`src/rtl/core/owadc_pkg.sv`:
```
// ----------------------------------------------------------------------------
// owadc_pkg: shared types, codes and functions of the 1-Wire ADC slave engine
// Holds bus event codes, protocol command bytes, register indexes, reset
// values of the configuration registers and the CRC-16 byte function.
// ----------------------------------------------------------------------------
package owadc_pkg;

  // Bus event codes carried on the input tuser field.
  localparam logic [1:0] CMD_BUS_RESET = 2'd0;
  localparam logic [1:0] CMD_WRITE     = 2'd1;
  localparam logic [1:0] CMD_READ      = 2'd2;
  localparam logic [1:0] CMD_TICK      = 2'd3;

  // ROM and function command bytes.
  localparam logic [7:0] ROM_READ   = 8'h33;
  localparam logic [7:0] ROM_MATCH  = 8'h55;
  localparam logic [7:0] ROM_SKIP   = 8'hCC;
  localparam logic [7:0] FN_WRITE   = 8'h55;
  localparam logic [7:0] FN_READ    = 8'hAA;
  localparam logic [7:0] FN_CONVERT = 8'h3C;
  localparam logic [7:0] BYTE_ONES  = 8'hFF;
  localparam logic [7:0] BYTE_ZERO  = 8'h00;

  // Configuration register indexes.
  localparam logic [2:0] CFG_ROM_ID      = 3'd0;
  localparam logic [2:0] CFG_CONV_TICKS  = 3'd1;
  localparam logic [2:0] CFG_SWEEP_TICKS = 3'd2;
  localparam logic [2:0] CFG_SWEEP_MIN   = 3'd3;
  localparam logic [2:0] CFG_SWEEP_MAX   = 3'd4;

  // Reset values of the configuration registers.
  localparam logic [63:0] ROM_ID_RST      = 64'h9E00_0000_0086_1C20;
  localparam logic [15:0] CONV_TICKS_RST  = 16'd15;
  localparam logic [15:0] SWEEP_TICKS_RST = 16'd500;
  localparam logic [12:0] SWEEP_MIN_RST   = 13'd200;
  localparam logic [12:0] SWEEP_MAX_RST   = 13'd300;

  // Swept level limits and reset level.
  localparam logic [12:0] LEVEL_CAP = 13'd6553;
  localparam logic [12:0] LEVEL_RST = 13'd200;

  localparam logic [15:0] CRC_POLY = 16'hA001;

  // Control of the shared CRC unit.
  typedef struct packed {
    logic       clr;
    logic       en;
    logic [7:0] data;
  } crc_ctrl_t;

  // One byte through the reflected CRC-16, one bit per loop step.
  function automatic logic [15:0] crc_byte(input logic [15:0] crc, input logic [7:0] b);
    logic [15:0] c;
    c = crc ^ {8'h00, b};
    for (int k = 0; k < 8; k++) begin
      c = c[0] ? ((c >> 1) ^ CRC_POLY) : (c >> 1);
    end
    return c;
  endfunction

  // Content of a data store entry after reset: ADC reading 2000, the reset level
  // times ten, as little-endian pairs, then two fixed setup bytes, zero elsewhere.
  function automatic logic [7:0] store_init(input logic [15:0] idx);
    logic [7:0] v;
    if (idx < 16'd8) begin
      v = idx[0] ? 8'h07 : 8'hD0;
    end else if (idx == 16'd8) begin
      v = 8'h08;
    end else if (idx == 16'd9) begin
      v = 8'h01;
    end else begin
      v = 8'h00;
    end
    return v;
  endfunction

endpackage

```
`src/rtl/core/owadc_crc.sv`:
```
// ----------------------------------------------------------------------------
// owadc_crc: shared CRC-16 unit
// Accumulates one byte per enabled cycle into a running CRC; clear restarts
// the accumulation at zero.
// ----------------------------------------------------------------------------
module owadc_crc (
  input  logic                  clk_i,
  input  logic                  rst_ni,
  input  owadc_pkg::crc_ctrl_t  ctrl_i,
  output logic [15:0]           crc_o
);
  import owadc_pkg::*;

  logic [15:0] crc_q;
  logic [15:0] crc_d;

  always_comb begin
    if (ctrl_i.clr) begin
      crc_d = 16'h0000;
    end else if (ctrl_i.en) begin
      crc_d = crc_byte(crc_q, ctrl_i.data);
    end else begin
      crc_d = crc_q;
    end
  end

  always_ff @(posedge clk_i or negedge rst_ni) begin
    if (!rst_ni) begin
      crc_q <= 16'h0000;
    end else begin
      crc_q <= crc_d;
    end
  end

  assign crc_o = crc_q;

endmodule

```
`src/rtl/core/owadc_store.sv`:
```
// ----------------------------------------------------------------------------
// owadc_store: data store of the slave
// One write port and one registered read port. Entries never written since
// reset read as their reset contents, tracked by one valid bit per entry.
// ----------------------------------------------------------------------------
module owadc_store #(
  parameter int STORE_BYTES = 24,
  parameter int AW          = 5
) (
  input  logic          clk_i,
  input  logic          rst_ni,
  input  logic          we_i,
  input  logic [AW-1:0] waddr_i,
  input  logic [7:0]    wdata_i,
  input  logic          re_i,
  input  logic [AW-1:0] raddr_i,
  output logic [7:0]    rdata_o
);
  import owadc_pkg::*;

  logic [7:0]             mem_q [STORE_BYTES];
  logic [STORE_BYTES-1:0] vld_q;
  logic [7:0]             rd_data_q;
  logic                   rd_vld_q;
  logic [AW-1:0]          rd_addr_q;

  always_ff @(posedge clk_i or negedge rst_ni) begin
    if (!rst_ni) begin
      vld_q <= '0;
    end else if (we_i) begin
      vld_q[waddr_i] <= 1'b1;
    end
  end

  always_ff @(posedge clk_i) begin
    if (we_i) begin
      mem_q[waddr_i] <= wdata_i;
    end
    if (re_i) begin
      rd_data_q <= mem_q[raddr_i];
      rd_vld_q  <= vld_q[raddr_i];
      rd_addr_q <= raddr_i;
    end
  end

  assign rdata_o = rd_vld_q ? rd_data_q : store_init({{(16-AW){1'b0}}, rd_addr_q});

endmodule

```
`src/rtl/core/onewire_adc_slave_transaction_engine.sv`:
```
// ----------------------------------------------------------------------------
// Throughput: one item at a time, taken once the sequencer is back in idle; set by
// the shared CRC unit (one byte per cycle while the output is free) and the store
// read port (a request state, then a data state, for each byte read).
// Reset is asynchronous and active low; the store needs no clearing pass.
// ----------------------------------------------------------------------------
// onewire_adc_slave_transaction_engine: byte-level 1-Wire slave of a quad ADC
// A small sequencer steps bus events through the shared CRC unit and the
// data store, and hands result bytes to an output register.
// ----------------------------------------------------------------------------
module onewire_adc_slave_transaction_engine #(
  parameter int STORE_BYTES = 24
) (
  input  logic        clk_i,
  input  logic        rst_ni,
  // Input items.
  input  logic        s_axis_tvalid,
  output logic        s_axis_tready,
  input  logic [7:0]  s_axis_tdata,   // [7:0] data_in
  input  logic [1:0]  s_axis_tuser,   // [1:0] command
  // Result items.
  output logic        m_axis_tvalid,
  input  logic        m_axis_tready,
  output logic [7:0]  m_axis_tdata,   // [7:0] data_out
  output logic        m_axis_tlast,
  // Configuration write port.
  input  logic        cfg_we_i,
  input  logic [2:0]  cfg_idx_i,
  input  logic [63:0] cfg_data_i
);
  import owadc_pkg::*;

  localparam int AW = $clog2(STORE_BYTES);

  // Protocol phase, as seen between bus events.
  typedef enum logic [3:0] {
    PH_IDLE, PH_ROM, PH_MATCH, PH_FUNC, PH_WR_LO, PH_WR_HI, PH_WR_DATA,
    PH_RD_LO, PH_RD_HI, PH_CV_CH, PH_CV_RC, PH_POLL
  } phase_e;

  // Sequencer states that work through one item.
  typedef enum logic [3:0] {
    S_IDLE, S_ONE, S_ROMID, S_CRC, S_WEMIT, S_RREQ, S_RDATA, S_REMIT,
    S_CEMIT, S_SWEEP, S_MUL, S_LOAD
  } state_e;

  // What the CRC pass belongs to.
  typedef enum logic [1:0] {
    OP_WR, OP_RD, OP_CV
  } op_e;

  // Configuration registers.
  logic [63:0] rom_id_q;
  logic [15:0] conv_ticks_q;
  logic [15:0] sweep_ticks_q;
  logic [12:0] sweep_min_q;
  logic [12:0] sweep_max_q;

  // Protocol and sequencer state.
  state_e      state_q;
  phase_e      phase_q;
  op_e         op_q;
  logic [2:0]  cnt_q;
  logic [2:0]  feed_n_q;
  logic [7:0]  feed_q [4];
  logic [2:0]  byte_index_q;
  logic        id_matches_q;
  logic [15:0] mem_address_q;
  logic [15:0] rd_base_q;
  logic [7:0]  addr_low_held_q;
  logic [7:0]  channel_held_q;
  logic [7:0]  one_byte_q;
  logic        rd_oob_q;

  // Sweep and conversion timing.
  logic [12:0] sweep_level_q;
  logic        sweep_rising_q;
  logic [15:0] sweep_count_q;
  logic [15:0] conv_count_q;
  logic        conv_finished_q;
  logic [15:0] raw_q;

  // Output register.
  logic        out_valid_q;
  logic [7:0]  out_data_q;
  logic        out_last_q;

  logic        accept;
  logic        out_free;
  logic        out_load;
  logic [1:0]  cmd;
  logic [7:0]  din;
  logic [15:0] crc;
  crc_ctrl_t   crc_ctrl;

  logic          st_we;
  logic [AW-1:0] st_waddr;
  logic [7:0]    st_wdata;
  logic          st_re;
  logic [AW-1:0] st_raddr;
  logic [7:0]    st_rdata;

  logic [16:0] rd_ptr;
  logic        rd_in_range;
  logic [7:0]  rd_byte;
  logic [7:0]  rom_byte;
  logic        id_match_d;
  logic [16:0] sweep_inc;
  logic [15:0] conv_count_d;
  logic        poll_done;
  logic [12:0] level_d;
  logic        rising_d;
  logic [15:0] raw_d;

  assign accept        = s_axis_tvalid && s_axis_tready;
  assign s_axis_tready = (state_q == S_IDLE);
  assign out_free      = !out_valid_q || m_axis_tready;
  assign cmd           = s_axis_tuser;
  assign din           = s_axis_tdata;

  assign m_axis_tvalid = out_valid_q;
  assign m_axis_tdata  = out_data_q;
  assign m_axis_tlast  = out_last_q;

  // A result byte is loaded into the output register in this cycle.
  always_comb begin
    out_load = 1'b0;
    unique case (state_q) inside
      S_ONE, S_ROMID, S_WEMIT, S_RDATA, S_REMIT, S_CEMIT: out_load = out_free;
      default: ;
    endcase
  end

  // Identity byte selected by the match position.
  assign rom_byte   = rom_id_q[{byte_index_q, 3'b000} +: 8];
  assign id_match_d = id_matches_q && (din == rom_byte);

  // Read memory walks eight addresses from the base without wrapping.
  assign rd_ptr      = {1'b0, rd_base_q} + {14'd0, cnt_q};
  assign rd_in_range = (rd_ptr < 17'(STORE_BYTES));
  assign rd_byte     = rd_oob_q ? BYTE_ONES : st_rdata;

  // Tick arithmetic.
  assign sweep_inc    = {1'b0, sweep_count_q} + 17'd1;
  assign conv_count_d = (conv_count_q != 16'hFFFF) ? (conv_count_q + 16'd1) : conv_count_q;
  assign poll_done    = conv_finished_q || (conv_count_q >= conv_ticks_q);

  // One step of the triangular sweep; the lower turning test wins.
  always_comb begin
    if (sweep_rising_q) begin
      level_d = (sweep_level_q < LEVEL_CAP) ? (sweep_level_q + 13'd1) : sweep_level_q;
    end else begin
      level_d = (sweep_level_q != 13'd0) ? (sweep_level_q - 13'd1) : sweep_level_q;
    end
    if (level_d <= sweep_min_q) begin
      rising_d = 1'b1;
    end else if (level_d >= sweep_max_q) begin
      rising_d = 1'b0;
    end else begin
      rising_d = sweep_rising_q;
    end
  end

  // The ADC reading is the level times ten, as eight plus two; the level cap
  // keeps it within 16 bits.
  assign raw_d = {sweep_level_q, 3'b000} + {2'b00, sweep_level_q, 1'b0};

  // Shared CRC unit control: restarted with every item, fed from the held
  // header bytes and then from the store bytes as they leave.
  always_comb begin
    crc_ctrl.clr  = accept;
    crc_ctrl.en   = 1'b0;
    crc_ctrl.data = feed_q[cnt_q[1:0]];
    if (state_q == S_CRC) begin
      crc_ctrl.en = 1'b1;
    end else if (state_q == S_RDATA) begin
      crc_ctrl.en   = out_free;
      crc_ctrl.data = rd_byte;
    end
  end

  // Store ports: master data bytes in the accept cycle, ADC bytes during the
  // load sweep, reads during read memory.
  always_comb begin
    st_we    = 1'b0;
    st_waddr = mem_address_q[AW-1:0];
    st_wdata = din;
    if (accept && (cmd == CMD_WRITE) && (phase_q == PH_WR_DATA) &&
        (mem_address_q < 16'(STORE_BYTES))) begin
      st_we = 1'b1;
    end else if (state_q == S_LOAD) begin
      st_we    = 1'b1;
      st_waddr = AW'(cnt_q);
      st_wdata = cnt_q[0] ? raw_q[15:8] : raw_q[7:0];
    end
    st_re    = (state_q == S_RREQ) && rd_in_range;
    st_raddr = rd_ptr[AW-1:0];
  end

  owadc_crc u_crc (
    .clk_i  (clk_i),
    .rst_ni (rst_ni),
    .ctrl_i (crc_ctrl),
    .crc_o  (crc)
  );

  owadc_store #(
    .STORE_BYTES (STORE_BYTES),
    .AW          (AW)
  ) u_store (
    .clk_i   (clk_i),
    .rst_ni  (rst_ni),
    .we_i    (st_we),
    .waddr_i (st_waddr),
    .wdata_i (st_wdata),
    .re_i    (st_re),
    .raddr_i (st_raddr),
    .rdata_o (st_rdata)
  );

  // The user must write configuration only while the engine is idle; the block itself does not enforce it.
  always_ff @(posedge clk_i or negedge rst_ni) begin
    if (!rst_ni) begin
      rom_id_q      <= ROM_ID_RST;
      conv_ticks_q  <= CONV_TICKS_RST;
      sweep_ticks_q <= SWEEP_TICKS_RST;
      sweep_min_q   <= SWEEP_MIN_RST;
      sweep_max_q   <= SWEEP_MAX_RST;
    end else if (cfg_we_i) begin
      unique case (cfg_idx_i)
        CFG_ROM_ID:      rom_id_q      <= cfg_data_i;
        CFG_CONV_TICKS:  conv_ticks_q  <= cfg_data_i[15:0];
        CFG_SWEEP_TICKS: sweep_ticks_q <= cfg_data_i[15:0];
        CFG_SWEEP_MIN:   sweep_min_q   <= cfg_data_i[12:0];
        CFG_SWEEP_MAX:   sweep_max_q   <= cfg_data_i[12:0];
        default: ;
      endcase
    end
  end

  // Header bytes for the CRC pass are held here; no reset needed.
  always_ff @(posedge clk_i) begin
    if (accept && (cmd == CMD_WRITE)) begin
      unique case (phase_q)
        PH_WR_DATA: begin
          feed_q[0] <= FN_WRITE;
          feed_q[1] <= mem_address_q[7:0];
          feed_q[2] <= mem_address_q[15:8];
          feed_q[3] <= din;
        end
        PH_RD_HI: begin
          feed_q[0] <= FN_READ;
          feed_q[1] <= addr_low_held_q;
          feed_q[2] <= din;
          feed_q[3] <= BYTE_ZERO;
        end
        PH_CV_RC: begin
          feed_q[0] <= FN_CONVERT;
          feed_q[1] <= channel_held_q;
          feed_q[2] <= din;
          feed_q[3] <= BYTE_ZERO;
        end
        default: ;
      endcase
    end
  end

  // Sequencer, protocol state and output register.
  always_ff @(posedge clk_i or negedge rst_ni) begin
    if (!rst_ni) begin
      state_q         <= S_IDLE;
      phase_q         <= PH_IDLE;
      op_q            <= OP_WR;
      cnt_q           <= 3'd0;
      feed_n_q        <= 3'd0;
      byte_index_q    <= 3'd0;
      id_matches_q    <= 1'b1;
      mem_address_q   <= 16'd0;
      rd_base_q       <= 16'd0;
      addr_low_held_q <= 8'd0;
      channel_held_q  <= 8'd0;
      one_byte_q      <= 8'd0;
      rd_oob_q        <= 1'b0;
      sweep_level_q   <= LEVEL_RST;
      sweep_rising_q  <= 1'b1;
      sweep_count_q   <= 16'd0;
      conv_count_q    <= 16'd0;
      conv_finished_q <= 1'b0;
      raw_q           <= 16'd0;
      out_valid_q     <= 1'b0;
      out_data_q      <= 8'd0;
      out_last_q      <= 1'b0;
    end else begin
      // The output register empties when taken, unless a new byte loads.
      if (m_axis_tready && !out_load) begin
        out_valid_q <= 1'b0;
      end

      unique case (state_q)
        S_IDLE: begin
          if (accept) begin
            cnt_q <= 3'd0;
            unique case (cmd)
              CMD_BUS_RESET: begin
                phase_q      <= PH_ROM;
                byte_index_q <= 3'd0;
              end
              CMD_READ: begin
                // Polling reads report conversion status; any other read
                // gets an idle bus.
                if (phase_q == PH_POLL) begin
                  conv_finished_q <= poll_done;
                  one_byte_q      <= poll_done ? BYTE_ONES : BYTE_ZERO;
                  if (poll_done) begin
                    phase_q <= PH_IDLE;
                  end
                end else begin
                  one_byte_q <= BYTE_ONES;
                end
                state_q <= S_ONE;
              end
              CMD_TICK: begin
                if (sweep_inc >= {1'b0, sweep_ticks_q}) begin
                  sweep_count_q <= 16'd0;
                  state_q       <= S_SWEEP;
                end else begin
                  sweep_count_q <= sweep_inc[15:0];
                end
                conv_count_q <= conv_count_d;
                if (conv_count_d >= conv_ticks_q) begin
                  conv_finished_q <= 1'b1;
                end
              end
              CMD_WRITE: begin
                unique case (phase_q)
                  PH_ROM: begin
                    if (din == ROM_READ) begin
                      phase_q <= PH_IDLE;
                      state_q <= S_ROMID;
                    end else if (din == ROM_MATCH) begin
                      byte_index_q <= 3'd0;
                      id_matches_q <= 1'b1;
                      phase_q      <= PH_MATCH;
                    end else if (din == ROM_SKIP) begin
                      phase_q <= PH_FUNC;
                    end else begin
                      phase_q <= PH_IDLE;
                    end
                  end
                  PH_MATCH: begin
                    id_matches_q <= id_match_d;
                    if (byte_index_q == 3'd7) begin
                      byte_index_q <= 3'd0;
                      phase_q      <= id_match_d ? PH_FUNC : PH_IDLE;
                    end else begin
                      byte_index_q <= byte_index_q + 3'd1;
                    end
                  end
                  PH_FUNC: begin
                    if (din == FN_WRITE) begin
                      phase_q <= PH_WR_LO;
                    end else if (din == FN_READ) begin
                      phase_q <= PH_RD_LO;
                    end else if (din == FN_CONVERT) begin
                      phase_q <= PH_CV_CH;
                    end else begin
                      phase_q <= PH_IDLE;
                    end
                  end
                  PH_WR_LO: begin
                    addr_low_held_q <= din;
                    phase_q         <= PH_WR_HI;
                  end
                  PH_WR_HI: begin
                    mem_address_q <= {din, addr_low_held_q};
                    phase_q       <= PH_WR_DATA;
                  end
                  PH_WR_DATA: begin
                    // The data byte goes through the store port in this cycle.
                    mem_address_q <= mem_address_q + 16'd1;
                    feed_n_q      <= 3'd4;
                    op_q          <= OP_WR;
                    state_q       <= S_CRC;
                  end
                  PH_RD_LO: begin
                    addr_low_held_q <= din;
                    phase_q         <= PH_RD_HI;
                  end
                  PH_RD_HI: begin
                    rd_base_q <= {din, addr_low_held_q};
                    feed_n_q  <= 3'd3;
                    op_q      <= OP_RD;
                    phase_q   <= PH_IDLE;
                    state_q   <= S_CRC;
                  end
                  PH_CV_CH: begin
                    channel_held_q <= din;
                    phase_q        <= PH_CV_RC;
                  end
                  PH_CV_RC: begin
                    conv_count_q    <= 16'd0;
                    conv_finished_q <= 1'b0;
                    feed_n_q        <= 3'd3;
                    op_q            <= OP_CV;
                    phase_q         <= PH_POLL;
                    state_q         <= S_CRC;
                  end
                  default: ;
                endcase
              end
              default: ;
            endcase
          end
        end

        S_ONE: begin
          if (out_free) begin
            out_valid_q <= 1'b1;
            out_data_q  <= one_byte_q;
            out_last_q  <= 1'b1;
            state_q     <= S_IDLE;
          end
        end

        S_ROMID: begin
          if (out_free) begin
            out_valid_q <= 1'b1;
            out_data_q  <= rom_id_q[{cnt_q, 3'b000} +: 8];
            out_last_q  <= (cnt_q == 3'd7);
            cnt_q       <= cnt_q + 3'd1;
            if (cnt_q == 3'd7) begin
              state_q <= S_IDLE;
            end
          end
        end

        S_CRC: begin
          // One header byte per cycle through the CRC unit.
          if (cnt_q == feed_n_q - 3'd1) begin
            cnt_q <= 3'd0;
            unique case (op_q)
              OP_WR:   state_q <= S_WEMIT;
              OP_RD:   state_q <= S_RREQ;
              OP_CV:   state_q <= S_CEMIT;
              default: state_q <= S_IDLE;
            endcase
          end else begin
            cnt_q <= cnt_q + 3'd1;
          end
        end

        S_WEMIT: begin
          if (out_free) begin
            out_valid_q <= 1'b1;
            out_last_q  <= (cnt_q == 3'd2);
            if (cnt_q == 3'd0) begin
              out_data_q <= crc[7:0];
            end else if (cnt_q == 3'd1) begin
              out_data_q <= crc[15:8];
            end else begin
              out_data_q <= ~crc[7:0];
            end
            cnt_q <= cnt_q + 3'd1;
            if (cnt_q == 3'd2) begin
              state_q <= S_IDLE;
            end
          end
        end

        S_RREQ: begin
          rd_oob_q <= !rd_in_range;
          state_q  <= S_RDATA;
        end

        S_RDATA: begin
          if (out_free) begin
            out_valid_q <= 1'b1;
            out_data_q  <= rd_byte;
            out_last_q  <= 1'b0;
            if (cnt_q == 3'd7) begin
              cnt_q   <= 3'd0;
              state_q <= S_REMIT;
            end else begin
              cnt_q   <= cnt_q + 3'd1;
              state_q <= S_RREQ;
            end
          end
        end

        S_REMIT: begin
          if (out_free) begin
            out_valid_q <= 1'b1;
            out_data_q  <= (cnt_q == 3'd0) ? ~crc[7:0] : ~crc[15:8];
            out_last_q  <= (cnt_q == 3'd1);
            cnt_q       <= cnt_q + 3'd1;
            if (cnt_q == 3'd1) begin
              state_q <= S_IDLE;
            end
          end
        end

        S_CEMIT: begin
          if (out_free) begin
            out_valid_q <= 1'b1;
            out_data_q  <= (cnt_q == 3'd0) ? crc[7:0] : crc[15:8];
            out_last_q  <= (cnt_q == 3'd1);
            cnt_q       <= cnt_q + 3'd1;
            if (cnt_q == 3'd1) begin
              state_q <= S_IDLE;
            end
          end
        end

        S_SWEEP: begin
          sweep_level_q  <= level_d;
          sweep_rising_q <= rising_d;
          state_q        <= S_MUL;
        end

        S_MUL: begin
          raw_q   <= raw_d;
          cnt_q   <= 3'd0;
          state_q <= S_LOAD;
        end

        S_LOAD: begin
          // Eight ADC bytes, one store write per cycle.
          cnt_q <= cnt_q + 3'd1;
          if (cnt_q == 3'd7) begin
            state_q <= S_IDLE;
          end
        end

        default: state_q <= S_IDLE;
      endcase
    end
  end

endmodule

```
`config.mk`:
```
export PLATFORM = sky130hd
export DESIGN_NAME = onewire_adc_slave_transaction_engine
export DESIGN_NICKNAME = d
export VERILOG_FILES = /design/src/rtl/core/owadc_pkg.sv /design/src/rtl/core/owadc_crc.sv /design/src/rtl/core/owadc_store.sv /design/src/rtl/core/onewire_adc_slave_transaction_engine.sv
export SDC_FILE = /design/constraint.sdc
export NUM_CORES = 1
export LEC_CHECK = 0
export BUFFER_PORTS_ARGS = -buffer_cell sky130_fd_sc_hd__buf_2
export CORE_MARGIN = 5
export CORE_UTILIZATION = 30
export DETAILED_ROUTE_END_ITERATION = 7
export PLACE_DENSITY = 0.47
export SLEW_MARGIN = 20
export SYNTH_ARGS = -nofsm -noshare
export SYNTH_HDL_FRONTEND = slang
export SYNTH_HIERARCHICAL = 1
export SYNTH_SLANG_ARGS = --single-unit
```
`constraint.sdc`:
```
create_clock -name clk_i -period 7.7 [get_ports clk_i]
set_input_delay 0 -clock clk_i [delete_from_list [all_inputs] [get_ports clk_i]]
set_output_delay 0 -clock clk_i [all_outputs]
set_load 0.01 [all_outputs]
```
==> out/results.ini <==
[yosys]
synth_seq_area_share_pct=51.2
synth_cell_type_count=96
netlist_top_cells_area=dfrtp_1, edfxtp_1, mux4_2
yosys_warnings=6
yosys_most_used_dff=dfrtp_1
yosys_register_bits=537
postSynthCellCount=2493
synth_area_um2=28400
yosysTopAreaCellShare_pct=23.7
synth_edf_count=222
synth.avg_cell_area_um2=11.4
synth_top_area_cell=dfrtp_1
postSynth.asyncResetShare_pct=56.4
net_count_after_synthesis=2684

[timing]
rsz_0062_raised_after_global_routing=false
setup_total_negative_slack_ns=0
skew_ns=0.0325
maxClockFrequency_ghz=0.212
period_share_pct=61.1
tightestPinTransition_ns=0.965
final_period_minus_worst_setup_slack_ns=4.71
final_max_slew_viol_count=0
hold_violations=0
final_number_of_setup_violating_endpoints=0
maxSlewHeadroom_pct=35.6

[placement]
dp.final_hpwl_um=57700
place.port_buffers=92
globalplace.congestion=0.826
dp.cells=3734
placed_area_um2=30200

[run_status]
status=finished clean

[clock_network]
worst_setup_hold_path_clk_slew_ns=0.06
root_buffer=clkbuf_16
cts_tree=built
cts_post_setup_buffers_inserted=0
cts_max_level=3
clk_latency_ns=0.64
cts-root-to-sink-buffers=3
cts_resized=0
cts_made_buffers=66
cts_hold_repair.buffers=87
cts_num_sinks=537

[finish]
postLayoutCellArea_um2=33300
final_core_util_pct=35.6
antennaDiodeCount=0
finalNonFillerCells=3943
fillCellCount=9320
most_frequent_standard_cell_in_the_layout_excluding_fill_and_tap_cells=nand2_1
layout-drive-gt1-share_pct=19.3
synthToLayoutAreaGrowth_pct=17.3
finalNetCount=2826
layout.cells.most_common_list=nand2_1, dfrtp_1, edfxtp_1

[power]
leakage_nw=13.6
power.ir.vdd_worst_v=0.000180
cellPowerDensity_nw_per_um2=294

[routing]
postRouteAntennaNets=0
dr_total_vias=20223
viasPerCell=5.13
first_iter_violations=1554
detail_route.wirelength_um=82400
wire_per_inst_um=20.9
route.detailed.drc=0
drt-pass1-iter-count=7

[run]
drv.max_cap_violation_count=0

[die]
fp.dieH_um=318
io_count=93
core_um2=93600
die-area_um2=101000
fp-row-count=112
die_w_um=318
floorplan.initialDensity_pct=30.3

[global_routing]
grt.overflow.total=0
maximum_number_of_pins_on_one_net_before_global_route_repair=120
first_global_vias=20584
grt_first_pass_wirelength_um=127000
grt_usage_pct=15.9
antenna_found_initial=0

[critical_path]
timing.critical_path.cells=nor4_4, nand2_1, nor2_1, nand2_1, o21ai_0, nand3b_1, nor2_1
endpoint_kind_of_the_worst_setup_timing_path=register
worst-setup-path-type=register to register
startpoint_type=register
ff2ff_setup_slack_ns=2.99
timing.critical_path.slowest_stage_cell=nor2_1
worst-path-max-fanout=30
critPathMaxStageDelay_ns=0.73
arrival_ns=4.97
critPathRequiredTime_ns=7.96

[worst_hold_path]
hp-class=primary input to asynchronous set/reset pin

==> where the power goes <==
part / switching, mW / leakage (nW) / internal [mW]
Sequential: 0.379 / 5.90 / 3.31
Combinational: 1.61 / 6.58 / 1.32
Clock: 1.32 / 1.08 / 1.84
Total: 3.31 / 13.6 / 6.48
==> worst max-delay path, delay by kind of cell (launching register included) <==
family,cells,cell delay (ns)
and+or+nand+nor,6,2.90
DFF,1,0.71
AOI/OAI and AO/OA,1,0.71
==> cell usage after synthesis (8+ instances only) <==
master and instances:
ha_1 107, edfxtp_1 222, inv_1 99, nand3_1 55
dfxtp_1 12, nand4_1 35, a22oi_1 21, mux4_2 63
and4_1 8, o211ai_1 18, or2_2 29, o21ai_0 155
nor2_1 166, a211oi_1 17, a31oi_1 29, xnor2_1 56
xor2_1 33, o22ai_1 10, nand2_1 308, nor2b_1 20
dfstp_2 34, a21oi_1 103, nor3_1 26, and3_1 20
dfrtp_1 269, mux4_1 15, o21a_1 9, clkbuf_1 89
buf_2 30, mux2i_1 89, and2_1 11, a21o_1 25
buf_1 11, nand2b_1 21, mux2_2 120
==> through the flow <==
| stage | total power [mW] | hold slack (ns) | worst slack (ns) |
|---|---|---|---|
| final | 9.79 | 0.00854 | 2.99 |
| after global placement | 6.56 | 0.124 | 3.22 |
| after global routing | 10.3 | 0.0964 | 2.75 |
| after floorplan | 5.75 | -0.296 | 3.91 |
| after CTS | 9.89 | 0.0358 | 3.03 |
| after detailed placement | 6.63 | 0.126 | 3.03 |
==> worst paths after layout <==
check,depth (start not counted),endpoint,startpoint
max in group asynchronous,3,rom_id_q[39],rst_ni
worst max-delay path,7,u_store/mem_q[14][7],state_q[0]
worst min-delay path,2,sweep_min_q[5],rst_ni
min in group clk_i,3,rom_id_q[46],cfg_data_i[46]
worst max register to register,7,u_store/mem_q[14][7],state_q[0]
worst min register to register,2,feed_q[0][5],feed_q[0][5]
==> flip-flops by register name (all words and copies together) (netlist names), 24 cells and up <==
| signal | cells |
|---|---|
| u_store/vld_q | 24 |
| u_store/mem_q | 192 |
| rom_id_q | 64 |
| feed_q | 28 |
==> layout make-up <==
| type | instances | area, µm² | share of cell area, % |
|---|---|---|---|
| timing repair buffer | 212 | 1610 | 4.82 |
| tap | 1254 | 1570 | 4.71 |
| inverter | 103 | 388 | 1.17 |
| clock inverter | 35 | 434 | 1.30 |
| sequential | 537 | 14500 | 43.7 |
| multi-input combinational | 1715 | 12900 | 38.9 |
| clock buffer | 87 | 1820 | 5.47 |
==> metal layers <==
layer,up-vias,global-route usage [%],wire [µm],share of wire [%]
li1,9436,-,-,-
met1,10137,21.7,37300,45
met2,526,26.6,39500,48
met3,124,2.40,3570,4.3
met4,0,4.50,2140,2.6
met5,-,0,0,0
==> cell families (layout without fill, tap and decap cells) <==
logic type / after synthesis / count (layout) / share of synthesized area, %
fa+ha+maj: 109 / 109 / 4.86
flops: 537 / 537 / 51.2
compound gates: 470 / 470 / 10.5
simple gates: 759 / 759 / 12.8
buf+inv: 241 / 437 / 3.51
xor+xnor: 90 / 90 / 2.84
mux: 287 / 287 / 14.3
Power figures use the tool's default switching activity.
